File: src/rtl/core/cpsp_pkg.sv
// ----------------------------------------------------------------------------
// cpsp_pkg
// Shared types and constants of the cascaded position/speed PID block.
// ----------------------------------------------------------------------------
package cpsp_pkg;

  // Field and register widths
  localparam int GAIN_W    = 22;
  localparam int BAND_W    = 16;
  localparam int CFG_IDX_W = 3;
  localparam int ERR_W     = 33;
  localparam int DIFF_W    = 34;
  localparam int PSUM_W    = 16;
  localparam int SSUM_W    = 11;
  localparam int CUR_W     = 15;
  localparam int ACC_W     = 58;
  localparam int CHUNK_W   = 17;
  localparam int PROD_W    = GAIN_W + 1 + CHUNK_W + 1;

  // Loop limits
  localparam int POS_INT_LIM = 20000;
  localparam int POS_OUT_LIM = 14000;
  localparam int SPD_INT_LIM = 1000;
  localparam int SPD_OUT_LIM = 16000;
  localparam int CUR_LIM     = 10000;

  // Register reset values
  localparam logic [GAIN_W-1:0] POS_KP_RST   = 22'd6554;
  localparam logic [GAIN_W-1:0] POS_KI_RST   = 22'd0;
  localparam logic [GAIN_W-1:0] POS_KD_RST   = 22'd0;
  localparam logic [BAND_W-1:0] POS_BAND_RST = 16'd100;
  localparam logic [GAIN_W-1:0] SPD_KP_RST   = 22'd524288;
  localparam logic [GAIN_W-1:0] SPD_KI_RST   = 22'd0;
  localparam logic [GAIN_W-1:0] SPD_KD_RST   = 22'd0;
  localparam logic [BAND_W-1:0] SPD_BAND_RST = 16'd10;

  // Last multiply step: three terms, low and high half each
  localparam logic [2:0] MAC_LAST = 3'd5;

  typedef enum logic [CFG_IDX_W-1:0] {
    REG_POS_KP   = 3'd0,
    REG_POS_KI   = 3'd1,
    REG_POS_KD   = 3'd2,
    REG_POS_BAND = 3'd3,
    REG_SPD_KP   = 3'd4,
    REG_SPD_KI   = 3'd5,
    REG_SPD_KD   = 3'd6,
    REG_SPD_BAND = 3'd7
  } cpsp_reg_e;

  typedef enum logic [2:0] {
    S_IDLE,
    S_ERR,
    S_BAND,
    S_MAC,
    S_SCALE,
    S_FINISH
  } cpsp_state_e;

  typedef enum logic [1:0] {
    TERM_P,
    TERM_I,
    TERM_D
  } cpsp_term_e;

  typedef struct packed {
    logic       load_err;
    logic       apply_band;
    logic       mac_en;
    logic       mac_first;
    cpsp_term_e term;
    logic       hi;
    logic       scale;
    logic       spd_loop;
    logic       deliver;
  } cpsp_ctrl_t;

endpackage

File: src/rtl/core/cpsp_mac.sv
// ----------------------------------------------------------------------------
// cpsp_mac
// Shared multiply-accumulate unit: gain times one 17-bit half of an operand.
// ----------------------------------------------------------------------------
module cpsp_mac import cpsp_pkg::*; (
  input  logic                       clk_i,
  input  cpsp_ctrl_t                 ctrl_i,
  input  logic        [GAIN_W-1:0]   gain_i,
  input  logic signed [DIFF_W-1:0]   operand_i,
  output logic signed [ACC_W-1:0]    acc_o
);

  logic signed [GAIN_W:0]    gain_s;
  logic signed [CHUNK_W:0]   chunk_s;
  logic signed [PROD_W-1:0]  prod;
  logic signed [ACC_W-1:0]   prod_x;
  logic signed [ACC_W-1:0]   acc_d, acc_q;

  // Pick the unsigned low half or the signed high half
  assign gain_s  = $signed({1'b0, gain_i});
  assign chunk_s = ctrl_i.hi ? $signed({operand_i[DIFF_W-1], operand_i[DIFF_W-1:CHUNK_W]})
                             : $signed({1'b0, operand_i[CHUNK_W-1:0]});
  assign prod    = gain_s * chunk_s;

  // Weight the high half and accumulate
  assign prod_x = ctrl_i.hi ? (ACC_W'(prod) <<< CHUNK_W) : ACC_W'(prod);
  assign acc_d  = ctrl_i.mac_first ? prod_x : acc_q + prod_x;

  always_ff @(posedge clk_i) begin
    if (ctrl_i.mac_en) begin
      acc_q <= acc_d;
    end
  end

  assign acc_o = acc_q;

endmodule

File: src/rtl/core/cpsp_seq.sv
// ----------------------------------------------------------------------------
// cpsp_seq
// Sequencer: error, dead band, six multiply steps and scaling per loop.
// ----------------------------------------------------------------------------
module cpsp_seq import cpsp_pkg::*; (
  input  logic       clk_i,
  input  logic       rst_ni,
  input  logic       start_i,
  input  logic       in_range_i,
  input  logic       op_i,
  input  logic       out_free_i,
  output cpsp_ctrl_t ctrl_o,
  output logic       busy_o
);

  cpsp_state_e state_q, state_d;
  logic [2:0]  step_q, step_d;
  logic        spd_q, spd_d;

  // Hold state, step and loop select
  always_ff @(posedge clk_i or negedge rst_ni) begin
    if (!rst_ni) begin
      state_q <= S_IDLE;
      step_q  <= '0;
      spd_q   <= 1'b0;
    end else begin
      state_q <= state_d;
      step_q  <= step_d;
      spd_q   <= spd_d;
    end
  end

  // Advance through the loop steps
  always_comb begin
    state_d          = state_q;
    step_d           = step_q;
    spd_d            = spd_q;
    ctrl_o           = '0;
    ctrl_o.spd_loop  = spd_q;
    ctrl_o.term      = cpsp_term_e'(step_q[2:1]);
    ctrl_o.hi        = step_q[0];
    ctrl_o.mac_first = (step_q == 3'd0);
    case (state_q)
      S_IDLE: begin
        if (start_i) begin
          if (in_range_i) begin
            spd_d   = !op_i;
            state_d = S_ERR;
          end else begin
            state_d = S_FINISH;
          end
        end
      end
      S_ERR: begin
        ctrl_o.load_err = 1'b1;
        state_d         = S_BAND;
      end
      S_BAND: begin
        ctrl_o.apply_band = 1'b1;
        step_d            = '0;
        state_d           = S_MAC;
      end
      S_MAC: begin
        ctrl_o.mac_en = 1'b1;
        if (step_q == MAC_LAST) begin
          step_d  = '0;
          state_d = S_SCALE;
        end else begin
          step_d = step_q + 3'd1;
        end
      end
      S_SCALE: begin
        ctrl_o.scale = 1'b1;
        if (!spd_q) begin
          spd_d   = 1'b1;
          state_d = S_ERR;
        end else begin
          state_d = S_FINISH;
        end
      end
      S_FINISH: begin
        if (out_free_i) begin
          ctrl_o.deliver = 1'b1;
          state_d        = S_IDLE;
        end
      end
      default: begin
        state_d = S_IDLE;
      end
    endcase
  end

  assign busy_o = (state_q != S_IDLE);

endmodule

File: src/rtl/core/cascaded_position_speed_pid.sv
// ----------------------------------------------------------------------------
// cascaded_position_speed_pid
// Per-motor cascaded position/speed PID with dead bands and clamps.
// ----------------------------------------------------------------------------
// Usage:
// - Command channel (in_valid_i / in_stall_o): one beat carries operation,
//   motor index, goal and feedback. A beat is taken when valid is high and
//   stall is low. Stall is high while a command is being worked on.
// - Result channel (out_valid_o / out_stall_i): one beat per command with
//   the speed setpoint and the current command. A stalled result holds.
// - Config channel (cfg_valid_i / cfg_ready_o): always ready; write only
//   while no command is in flight.
// A position command runs the position loop and then the speed loop; a speed
// command runs the speed loop only, and a motor index out of range goes
// straight to the result. Each loop pass steps through error, dead band, six
// multiply steps on the one shared 23x18 multiplier, and scaling. A new
// command is taken only once the one in work has been handed off.
// The block takes the next command the cycle after it hands off a result to
// the output register, even while that result still waits to be taken.
// A result whose register is still stalled holds the sequencer until free.
// Reset clears all loop state and loads the default gains and dead bands.
// ----------------------------------------------------------------------------
module cascaded_position_speed_pid import cpsp_pkg::*; #(
  parameter int NUM_MOTORS     = 8,
  parameter int GAIN_FRAC_BITS = 16
) (
  input  logic                         clk_i,
  input  logic                         rst_ni,
  // command channel
  input  logic                         in_valid_i,
  output logic                         in_stall_o,
  input  logic                         operation_i,
  input  logic        [2:0]            motor_index_i,
  input  logic signed [31:0]           goal_i,
  input  logic signed [15:0]           measured_speed_i,
  input  logic signed [31:0]           measured_position_i,
  // result channel
  output logic                         out_valid_o,
  input  logic                         out_stall_i,
  output logic signed [31:0]           speed_setpoint_o,
  output logic signed [CUR_W-1:0]      current_command_o,
  // config channel
  input  logic                         cfg_valid_i,
  output logic                         cfg_ready_o,
  input  logic        [CFG_IDX_W-1:0]  cfg_index_i,
  input  logic        [GAIN_W-1:0]     cfg_data_i
);

  localparam int IDX_W = (NUM_MOTORS > 1) ? $clog2(NUM_MOTORS) : 1;
  localparam int EXT_W = (IDX_W > 3) ? IDX_W : 3;

  cpsp_ctrl_t ctrl;
  logic       busy;
  logic       start;
  logic       in_range;
  logic       out_free;

  // Config registers
  logic [GAIN_W-1:0] pos_kp_q, pos_ki_q, pos_kd_q, spd_kp_q, spd_ki_q, spd_kd_q;
  logic [BAND_W-1:0] pos_band_q, spd_band_q;

  // Per-motor loop state
  logic signed [ERR_W-1:0]  pos_prev_q [NUM_MOTORS];
  logic signed [PSUM_W-1:0] pos_sum_q  [NUM_MOTORS];
  logic signed [ERR_W-1:0]  spd_prev_q [NUM_MOTORS];
  logic signed [SSUM_W-1:0] spd_sum_q  [NUM_MOTORS];

  // Command and work registers
  logic        [EXT_W-1:0]  idx_ext;
  logic        [IDX_W-1:0]  mot_q;
  logic signed [31:0]       goal_q, mpos_q, setpoint_q;
  logic signed [15:0]       mspd_q;
  logic signed [ERR_W-1:0]  err_q, err_d;
  logic signed [DIFF_W-1:0] diff_q, diff_d;
  logic signed [PSUM_W-1:0] sum_q, sum_d;
  logic signed [CUR_W-1:0]  cur_q, res_d;

  // Output register
  logic                     out_valid_q;
  logic signed [31:0]       out_setpoint_q;
  logic signed [CUR_W-1:0]  out_cur_q;

  assign start       = in_valid_i && !in_stall_o;
  assign in_stall_o  = busy;
  assign out_free    = !out_valid_q || !out_stall_i;
  assign idx_ext     = EXT_W'(motor_index_i);
  assign in_range    = (32'(motor_index_i) < 32'(NUM_MOTORS));
  assign cfg_ready_o = 1'b1;

  cpsp_seq u_seq (
    .clk_i      (clk_i),
    .rst_ni     (rst_ni),
    .start_i    (start),
    .in_range_i (in_range),
    .op_i       (operation_i),
    .out_free_i (out_free),
    .ctrl_o     (ctrl),
    .busy_o     (busy)
  );

  // Write config registers, masked to their widths
  always_ff @(posedge clk_i or negedge rst_ni) begin
    if (!rst_ni) begin
      pos_kp_q   <= POS_KP_RST;
      pos_ki_q   <= POS_KI_RST;
      pos_kd_q   <= POS_KD_RST;
      pos_band_q <= POS_BAND_RST;
      spd_kp_q   <= SPD_KP_RST;
      spd_ki_q   <= SPD_KI_RST;
      spd_kd_q   <= SPD_KD_RST;
      spd_band_q <= SPD_BAND_RST;
    end else if (cfg_valid_i && cfg_ready_o) begin
      case (cpsp_reg_e'(cfg_index_i))
        REG_POS_KP:   pos_kp_q   <= cfg_data_i;
        REG_POS_KI:   pos_ki_q   <= cfg_data_i;
        REG_POS_KD:   pos_kd_q   <= cfg_data_i;
        REG_POS_BAND: pos_band_q <= cfg_data_i[BAND_W-1:0];
        REG_SPD_KP:   spd_kp_q   <= cfg_data_i;
        REG_SPD_KI:   spd_ki_q   <= cfg_data_i;
        REG_SPD_KD:   spd_kd_q   <= cfg_data_i;
        REG_SPD_BAND: spd_band_q <= cfg_data_i[BAND_W-1:0];
        default: ;
      endcase
    end
  end

  // Raw error of the active loop
  always_comb begin
    if (ctrl.spd_loop) begin
      err_d = ERR_W'(setpoint_q) - ERR_W'(mspd_q);
    end else begin
      err_d = ERR_W'(goal_q) - ERR_W'(mpos_q);
    end
  end

  // Dead band, derivative and clamped integral
  logic signed [DIFF_W-1:0] err_x, band_s, sum_raw, ilim_s;
  logic signed [ERR_W-1:0]  err_db, prev_sel;
  logic signed [PSUM_W-1:0] sum_old;
  logic                     in_band;

  always_comb begin
    err_x    = DIFF_W'(err_q);
    band_s   = $signed({{(DIFF_W-BAND_W){1'b0}},
                        (ctrl.spd_loop ? spd_band_q : pos_band_q)});
    in_band  = (err_x < band_s) && (err_x > -band_s);
    err_db   = in_band ? '0 : err_q;
    prev_sel = ctrl.spd_loop ? spd_prev_q[mot_q] : pos_prev_q[mot_q];
    sum_old  = ctrl.spd_loop ? PSUM_W'(spd_sum_q[mot_q]) : pos_sum_q[mot_q];
    diff_d   = DIFF_W'(err_db) - DIFF_W'(prev_sel);
    sum_raw  = DIFF_W'(sum_old) + DIFF_W'(err_db);
    ilim_s   = ctrl.spd_loop ? DIFF_W'(SPD_INT_LIM) : DIFF_W'(POS_INT_LIM);
    if (sum_raw > ilim_s) begin
      sum_d = PSUM_W'(ilim_s);
    end else if (sum_raw < -ilim_s) begin
      sum_d = PSUM_W'(-ilim_s);
    end else begin
      sum_d = PSUM_W'(sum_raw);
    end
  end

  // Update per-motor state when the dead band is applied
  always_ff @(posedge clk_i or negedge rst_ni) begin
    if (!rst_ni) begin
      for (int m = 0; m < NUM_MOTORS; m++) begin
        pos_prev_q[m] <= '0;
        pos_sum_q[m]  <= '0;
        spd_prev_q[m] <= '0;
        spd_sum_q[m]  <= '0;
      end
    end else if (ctrl.apply_band) begin
      if (ctrl.spd_loop) begin
        spd_prev_q[mot_q] <= err_db;
        spd_sum_q[mot_q]  <= SSUM_W'(sum_d);
      end else begin
        pos_prev_q[mot_q] <= err_db;
        pos_sum_q[mot_q]  <= sum_d;
      end
    end
  end

  // Select gain and operand for the shared multiplier
  logic        [GAIN_W-1:0] gain_sel;
  logic signed [DIFF_W-1:0] opnd_sel;

  always_comb begin
    case (ctrl.term)
      TERM_P: begin
        gain_sel = ctrl.spd_loop ? spd_kp_q : pos_kp_q;
        opnd_sel = DIFF_W'(err_q);
      end
      TERM_I: begin
        gain_sel = ctrl.spd_loop ? spd_ki_q : pos_ki_q;
        opnd_sel = DIFF_W'(sum_q);
      end
      TERM_D: begin
        gain_sel = ctrl.spd_loop ? spd_kd_q : pos_kd_q;
        opnd_sel = diff_q;
      end
      default: begin
        gain_sel = '0;
        opnd_sel = '0;
      end
    endcase
  end

  logic signed [ACC_W-1:0] acc;

  cpsp_mac u_mac (
    .clk_i     (clk_i),
    .ctrl_i    (ctrl),
    .gain_i    (gain_sel),
    .operand_i (opnd_sel),
    .acc_o     (acc)
  );

  // Shift toward zero and clamp to the loop output limit
  logic        [ACC_W-1:0]  bias;
  logic signed [ACC_W-1:0]  acc_adj, q_full, olim_s;

  always_comb begin
    bias    = {{(ACC_W-GAIN_FRAC_BITS){1'b0}}, {GAIN_FRAC_BITS{acc[ACC_W-1]}}};
    acc_adj = acc + $signed(bias);
    q_full  = acc_adj >>> GAIN_FRAC_BITS;
    olim_s  = ctrl.spd_loop ? ACC_W'(CUR_LIM) : ACC_W'(POS_OUT_LIM);
    if (q_full > olim_s) begin
      res_d = CUR_W'(olim_s);
    end else if (q_full < -olim_s) begin
      res_d = CUR_W'(-olim_s);
    end else begin
      res_d = CUR_W'(q_full);
    end
  end

  // Work registers
  always_ff @(posedge clk_i) begin
    if (start) begin
      mot_q      <= idx_ext[IDX_W-1:0];
      goal_q     <= goal_i;
      mspd_q     <= measured_speed_i;
      mpos_q     <= measured_position_i;
      setpoint_q <= in_range ? goal_i : '0;
      cur_q      <= '0;
    end
    if (ctrl.load_err) begin
      err_q <= err_d;
    end
    if (ctrl.apply_band) begin
      err_q  <= err_db;
      diff_q <= diff_d;
      sum_q  <= sum_d;
    end
    if (ctrl.scale) begin
      if (ctrl.spd_loop) begin
        cur_q <= res_d;
      end else begin
        setpoint_q <= 32'(res_d);
      end
    end
  end

  // Output register: load on hand-off, drop once taken
  always_ff @(posedge clk_i or negedge rst_ni) begin
    if (!rst_ni) begin
      out_valid_q <= 1'b0;
    end else if (ctrl.deliver) begin
      out_valid_q <= 1'b1;
    end else if (!out_stall_i) begin
      out_valid_q <= 1'b0;
    end
  end

  always_ff @(posedge clk_i) begin
    if (ctrl.deliver) begin
      out_setpoint_q <= setpoint_q;
      out_cur_q      <= cur_q;
    end
  end

  assign out_valid_o       = out_valid_q;
  assign speed_setpoint_o  = out_setpoint_q;
  assign current_command_o = out_cur_q;

endmodule

File: config.mk
export PLATFORM = sky130hd
export DESIGN_NAME = cascaded_position_speed_pid
export DESIGN_NICKNAME = d
export VERILOG_FILES = /design/src/rtl/core/cpsp_pkg.sv /design/src/rtl/core/cpsp_mac.sv /design/src/rtl/core/cpsp_seq.sv /design/src/rtl/core/cascaded_position_speed_pid.sv
export SDC_FILE = /design/constraint.sdc
export NUM_CORES = 2
export LEC_CHECK = 0
export BUFFER_PORTS_ARGS = -buffer_cell sky130_fd_sc_hd__buf_2
export CORE_UTILIZATION = 55
export CTS_BUF_LIST = sky130_fd_sc_hd__clkbuf_8
export DETAILED_ROUTE_END_ITERATION = 8
export PLACE_DENSITY = 0.75
export SYNTH_ARGS = -nofsm -noshare
export SYNTH_HDL_FRONTEND = slang
export SYNTH_HIERARCHICAL = 1
export SYNTH_SLANG_ARGS = --single-unit
File: constraint.sdc
create_clock -name clk_i -period 29.2 [get_ports clk_i]
set_clock_uncertainty 0.15 [all_clocks]
set_input_delay 0 -clock clk_i [delete_from_list [all_inputs] [get_ports clk_i]]
set_output_delay 0 -clock clk_i [all_outputs]
set_load 0.01 [all_outputs]
[After elaboration in Yosys (flattened, before gate mapping)]
Index checks and enable logic that the tools add are counted.
Storage, ports and cells
  bits in latches: 0
  RAM bits: 0
  bits in registers: 1234
  memory bits (read-only): 0
  memories kept: 0
  output and inout port bits: 50
  word-level logic and storage cells: 190
Operators by class
  reductions and logical operators: 28
  equality and inequality tests: 19
  bitwise gates (word level): 2
  $lt $le $gt $ge: 8
  div/mod/pow operators: 0
  mux-type cells: 66
  add/sub/neg operators: 10
  shifts and indexed selects: 0
  $mul: 1
Operators by type and width (count)
  264-bit bitwise mux: 2
  33-bit two-way mux: 10
  33-bit binary-select mux with 3-bit select: 2
  128-bit bitwise mux: 1
  16-bit two-way mux: 7
  34-bit case mux with 3 select lines: 1
  33-bit demux with 3-bit select: 1
  32-bit two-way mux: 3
  15-bit two-way mux: 6
  88-bit bitwise mux: 1
  22-bit two-way mux: 3
  22-bit case mux with 3 select lines: 1
  58-bit by 17-bit adder with 58-bit output: 1
  58-bit adder: 1
  42-bit by 58-bit < comparator with 1-bit output: 1
  58-bit two-way mux: 1
  14-bit negation with 58-bit output: 1
  57-bit two-way mux: 1
  16-bit binary-select mux with 3-bit select: 1
  16-bit demux with 3-bit select: 1
  42-bit by 15-bit > comparator with 1-bit output: 1
  23-bit by 18-bit multiplier with 41-bit output: 1
  16-bit by 33-bit adder with 34-bit output: 1
  33-bit by 34-bit > comparator with 1-bit output: 1
  other kinds (39): 84

[Longest topological paths before layout]
  depth after elaboration: 10
  depth in mapped cells: 55
  depth with buffers taken out: 45

[Modules after synthesis]
Netlist, hierarchy kept.
By module, submodules not included
  cascaded_position_speed_pid: cells an instance 6139, instances 1, area an instance 59385.7 um2, seq. area each 30100.1 um2
  cpsp_mac: cells an instance 2370, instances 1, area an instance 20133.1 um2, seq. area each 1741.7 um2
  cpsp_seq: cells an instance 47, instances 1, area an instance 447.9 um2, seq. area each 175.2 um2

[Worst setup path before layout]
No wires, ideal clock.
  kind: register -> register
  start: register u_seq.spd_q
  end: register sum_q[14] (data pin)
  slack: 17.444 ns
  clock period less this slack: 11.756 ns
  library setup time: 0.292 ns
  buffers on the path: 9
  stages on the path, launching flop included: 54
  arrival time: 11.315 ns
  cell sequence: dfrtp_1 buf_4 clkbuf_1 buf_1 clkbuf_1 mux2i_1 ha_1 nand3_1 nor2_1 and3_1 and3_1 and3_1 nand3_1 nor3_1 ha_1 nand4_1 nor3_1 a221o_1 (+18 left out) a21oi_1 xor2_1 inv_1 ha_1 nor4b_1 nand3_1 nor3_1 nand4_1 a21o_1 a211oi_1 o21ai_0 nor4_1 nand3b_1 and2_1 buf_2 buf_6 nor2_2 a2bb2oi_1
On the way
  cells in the longest elaborated chain, start to end: 9
  elaborated cells between the ends (all ways): 14
RTL lines
  start, declared: line cpsp_seq.sv:18  | logic spd_q, spd_d;
  start signal, assigned: line cpsp_seq.sv:29  | spd_q <= spd_d;
  16-bit two-way mux *: line cascaded_position_speed_pid.sv:145  | (ctrl.spd_loop ? spd_band_q : pos_band_q)});
  16-bit negation with 34-bit output: line cascaded_position_speed_pid.sv:146  | in_band = (err_x < band_s) && (err_x > -band_s);
  33-bit by 34-bit > comparator with 1-bit output: line cascaded_position_speed_pid.sv:146
  1-bit logical AND *: line cascaded_position_speed_pid.sv:146
  33-bit two-way mux *: line cascaded_position_speed_pid.sv:147  | err_db = in_band ? '0 : err_q;
  via err_db[0]: line cascaded_position_speed_pid.sv:138  | logic signed [ERR_W-1:0] err_db, prev_sel;
  16-bit by 33-bit adder with 34-bit output *: line cascaded_position_speed_pid.sv:151  | sum_raw = DIFF_W'(sum_old) + DIFF_W'(err_db);
  34-bit < comparator: line cascaded_position_speed_pid.sv:155  | end else if (sum_raw < -ilim_s) begin
  16-bit two-way mux: line cascaded_position_speed_pid.sv:155
  16-bit two-way mux *: line cascaded_position_speed_pid.sv:153  | if (sum_raw > ilim_s) begin
  via sum_d[14]: line cascaded_position_speed_pid.sv:75  | logic signed [PSUM_W-1:0] sum_q, sum_d;
  end signal, assigned: line cascaded_position_speed_pid.sv:251  | sum_q <= sum_d;
  end, declared: line cascaded_position_speed_pid.sv:75
Mark *: on every way through the listed nets, which the timed path passes. The rest lies on a longest branch.
A chain may end at the register's enable or synchronous reset.

[Worst setup path after layout]
  start: register u_seq.spd_q
  end: register spd_sum_q[12] (netlist bit)
On the way
  cells in the longest elaborated chain, start to end: 10
  elaborated cells between the ends (all ways): 16
RTL lines
  16-bit two-way mux *: line cascaded_position_speed_pid.sv:145
  16-bit negation with 34-bit output: line cascaded_position_speed_pid.sv:146
  33-bit by 34-bit > comparator with 1-bit output: line cascaded_position_speed_pid.sv:146
  1-bit logical AND *: line cascaded_position_speed_pid.sv:146
  33-bit two-way mux *: line cascaded_position_speed_pid.sv:147
  via err_db[1]: line cascaded_position_speed_pid.sv:138
  16-bit by 33-bit adder with 34-bit output *: line cascaded_position_speed_pid.sv:151
  34-bit < comparator: line cascaded_position_speed_pid.sv:155
  16-bit two-way mux: line cascaded_position_speed_pid.sv:155
  16-bit two-way mux *: line cascaded_position_speed_pid.sv:153
  88-bit bitwise mux *: line cascaded_position_speed_pid.sv:174  | spd_sum_q[mot_q] <= SSUM_W'(sum_d);
  end signal, assigned by index: line cascaded_position_speed_pid.sv:174
  end, declared: line cascaded_position_speed_pid.sv:66  | logic signed [SSUM_W-1:0] spd_sum_q [NUM_MOTORS];
Marks and branches as above.

==> impl_metrics.tcl <==
set metrics [dict create \
    num_vias 67659 \
    fin_nets 9596 \
    start_util_pct 55.53 \
    hp-class "primary input to async pin" \
    dp_hpwl_microns 168400 \
    netlist_area_sq_mm 0.07997 \
    synth-seq-cells 1234 \
    grt_pass1_wl_microns 395400 \
    dieArea_sq_mm 0.1469 \
    synth_top_area_share_pct 28.26 \
    wirelength_microns 257900 \
    period_needed_ps 13150 \
    core-area_sq_mm 0.1440 \
    dp_cells 10217 \
    port_buffers 162 \
    synth_area_per_cell_sq_um 9.346 \
    synthDistinctLibCells 120 \
    tightest_slew_ps 1241 \
    cts_buffers 203 \
    drive_gt1_share_pct 11.41 \
    gp_congestion 0.9592 \
    reg2reg_from "u_seq/spd_q" \
    status "finished, violations left" \
    hold_slack_ps 120.3 \
    max_cap_violations 0 \
    synth-async-reset-ratio_pct 74.23 \
    areaGrowthSynthToFinish_pct 11.34 \
    antenna_left 0 \
    fin_setup_tns_ps 0 \
    grt_pass1_vias 66759 \
    final_cells 10827 \
    drv_slew 0 \
    crit_slowest_cell "dfrtp_4" \
    clockRootBuffer "clkbuf_8" \
    rsz0062_at_grt "no" \
    synth_flop_cell "dfrtp_1" \
    die_x_microns 383.3 \
    vias_per_cell 6.249 \
    antenna_found_initial 9 \
    hold_violations 0 \
    yosys-top-cells-count "1,408 x nand2_1, 954 x o21ai_0, 903 x dfrtp_1" \
    violations "design-rule violations" \
    clk_pin_slew_ps 70 \
    syn_inst 8556 \
    synth_edf_count 271 \
    cts_resized 0 \
    gr-usage-all-layers_pct 35.04 \
    fin_crit_sh_pct 45.02 \
    post-cts-setup-buffers 0 \
    ioPinCount 164 \
    grt.overflow.total 0 \
    r2r_slack_ps 16050 \
    ys_seq_area_share_pct 40.04 \
    finalSetupViolations 0 \
    grt_max_degree 175 \
    tritoncts "done" \
    yosysWarnings 6 \
    max-slew-margin-rel_pct 17.26 \
    drt-initial-drc-count 7794 \
    synth_largest_area_cell "dfrtp_1" \
    dr.pass1.iters 9 \
    wl_per_cell_microns 23.82 \
    multi_input_area_sq_mm 0.04391 \
    max_freq_mhz 76.07 \
    end_kind "flip-flop" \
    clk_path_buf_depth 3 \
    start_kind "flip-flop" \
    critical_path_required_ps 29880 \
    htreeDepth 4 \
    reg2reg_to "spd_sum_q[12]" \
    crit_type "flip-flop to flip-flop" \
    clk_latency_ps 980 \
    core.rowCount 139 \
    cp_max_fo 50 \
    holdBufCountCts 228 \
    worst_path_largest_cell_delay_ps 910 \
    seqCellArea_sq_mm 0.03203 \
    clock_sinks 1234 \
    die_h_microns 383.3 \
    yosysMostFrequentCell "nand2_1" \
    drc 8 \
    n_fill_cell 11780 \
    cp.arrival_ps 13820 \
    synthTopCellsByArea "dfrtp_1 28%, edfxtp_1 10%, fa_1 8.1%" \
    r2r_cells 43 \
]
placed cells by master, fill, tap and decap left out, drive strengths merged, types with 50 or more instances in the layout:
cell         count
nand2         1408
o21ai         1025
dfrtp          903
inv            674
a21oi          415
ha             410
nor2           386
fa             325
buf            281
edfxtp         271
mux2           262
clkbuf         245
dlygate4sd3    227
and2           182
mux2i          166
xnor2          136
nand3          108
a21o            96
a211oi          87
a22oi           85
nor3            83
xor2            77
nand4           69
a31oi           62
nor2b           57
nand2b          50
kinds of logic (layout without fill, tap and decap cells):
kind of cell,Yosys count,after routing,share of synthesized area [%]
compound gates,2225,2225,16.91
xor+xnor,213,213,2.333
fa+ha+maj,741,741,14.63
buf+inv,1123,1484,5.376
flops,1234,1234,40.04
mux,441,441,6.154
other cells,1,8,0.004689
simple gates,2578,2578,14.56
through the flow:
| stage | area (sq um) | setup WS [ps] | utilization (%) |
|---|---|---|---|
| 3_5_place_dp | 82310 | 16520 | 57.16 |
| 2_1_floorplan | 79980 | 17440 | - |
| 4_1_cts | 89030 | 16420 | 61.82 |
| 6_report | 89040 | 16050 | 61.83 |
| 5_1_grt | 89030 | 15320 | 61.83 |
| 3_3_place_gp | 82310 | 16830 | 57.16 |
worst max-delay path: cells and delay by family (launching register included):
family,cells,cell delay (ps)
DFF,1,910
adders and majority gates,5,1810
muxes,2,880
and+or+nand+nor,19,5190
xor gates and xnor gates,1,250
AOI/OAI and AO/OA,14,3400
buffers and inverters,2,320
metal layers:
| metal | vias to the layer above | global-route usage (%) | wire [microns] |
|---|---|---|---|
| li1 | 30085 | - | - |
| met1 | 33047 | 48.58 | 105000 |
| met2 | 3822 | 53.77 | 114700 |
| met3 | 703 | 7.046 | 27360 |
| met4 | 2 | 14.45 | 10890 |
| met5 | - | 0 | 13 |
sequential cells by signal, indices dropped and copies added, names as in the netlist, 32 cells and up:
register and count:
pos_prev_q 264, spd_prev_q 264, pos_sum_q 128, spd_sum_q 88, u_mac/acc_o 58, diff_q 34
err_q 33, goal_q 32, mpos_q 32, setpoint_q 32, speed_setpoint_o 32
layout make-up:
| cell class | instances | share of cell area, % |
|---|---|---|
| antenna | 4 | 0.01124 |
| clock buffer | 245 | 3.787 |
| clock inverter | 133 | 1.180 |
| inverter | 598 | 2.524 |
| multi-input combinational | 6202 | 49.31 |
| sequential | 1234 | 35.97 |
| tap | 1903 | 2.674 |
| timing repair buffer | 508 | 4.542 |
worst max-delay path by stage:
stage	to	slack, ps	depth (start not counted)	start
detailed placement	spd_sum_q[12]	16520	43	u_seq/spd_q
CTS	spd_sum_q[12]	16420	43	u_seq/spd_q
finish	spd_sum_q[12]	16050	43	u_seq/spd_q
global route	spd_sum_q[12]	15320	43	u_seq/spd_q
floorplan	sum_q[14]	17440	53	u_seq/spd_q
global placement	sum_q[9]	16830	44	u_seq/spd_q
Power is not shown: default switching activity piles up to over one toggle a cycle in this logic, so the estimate is an artifact.
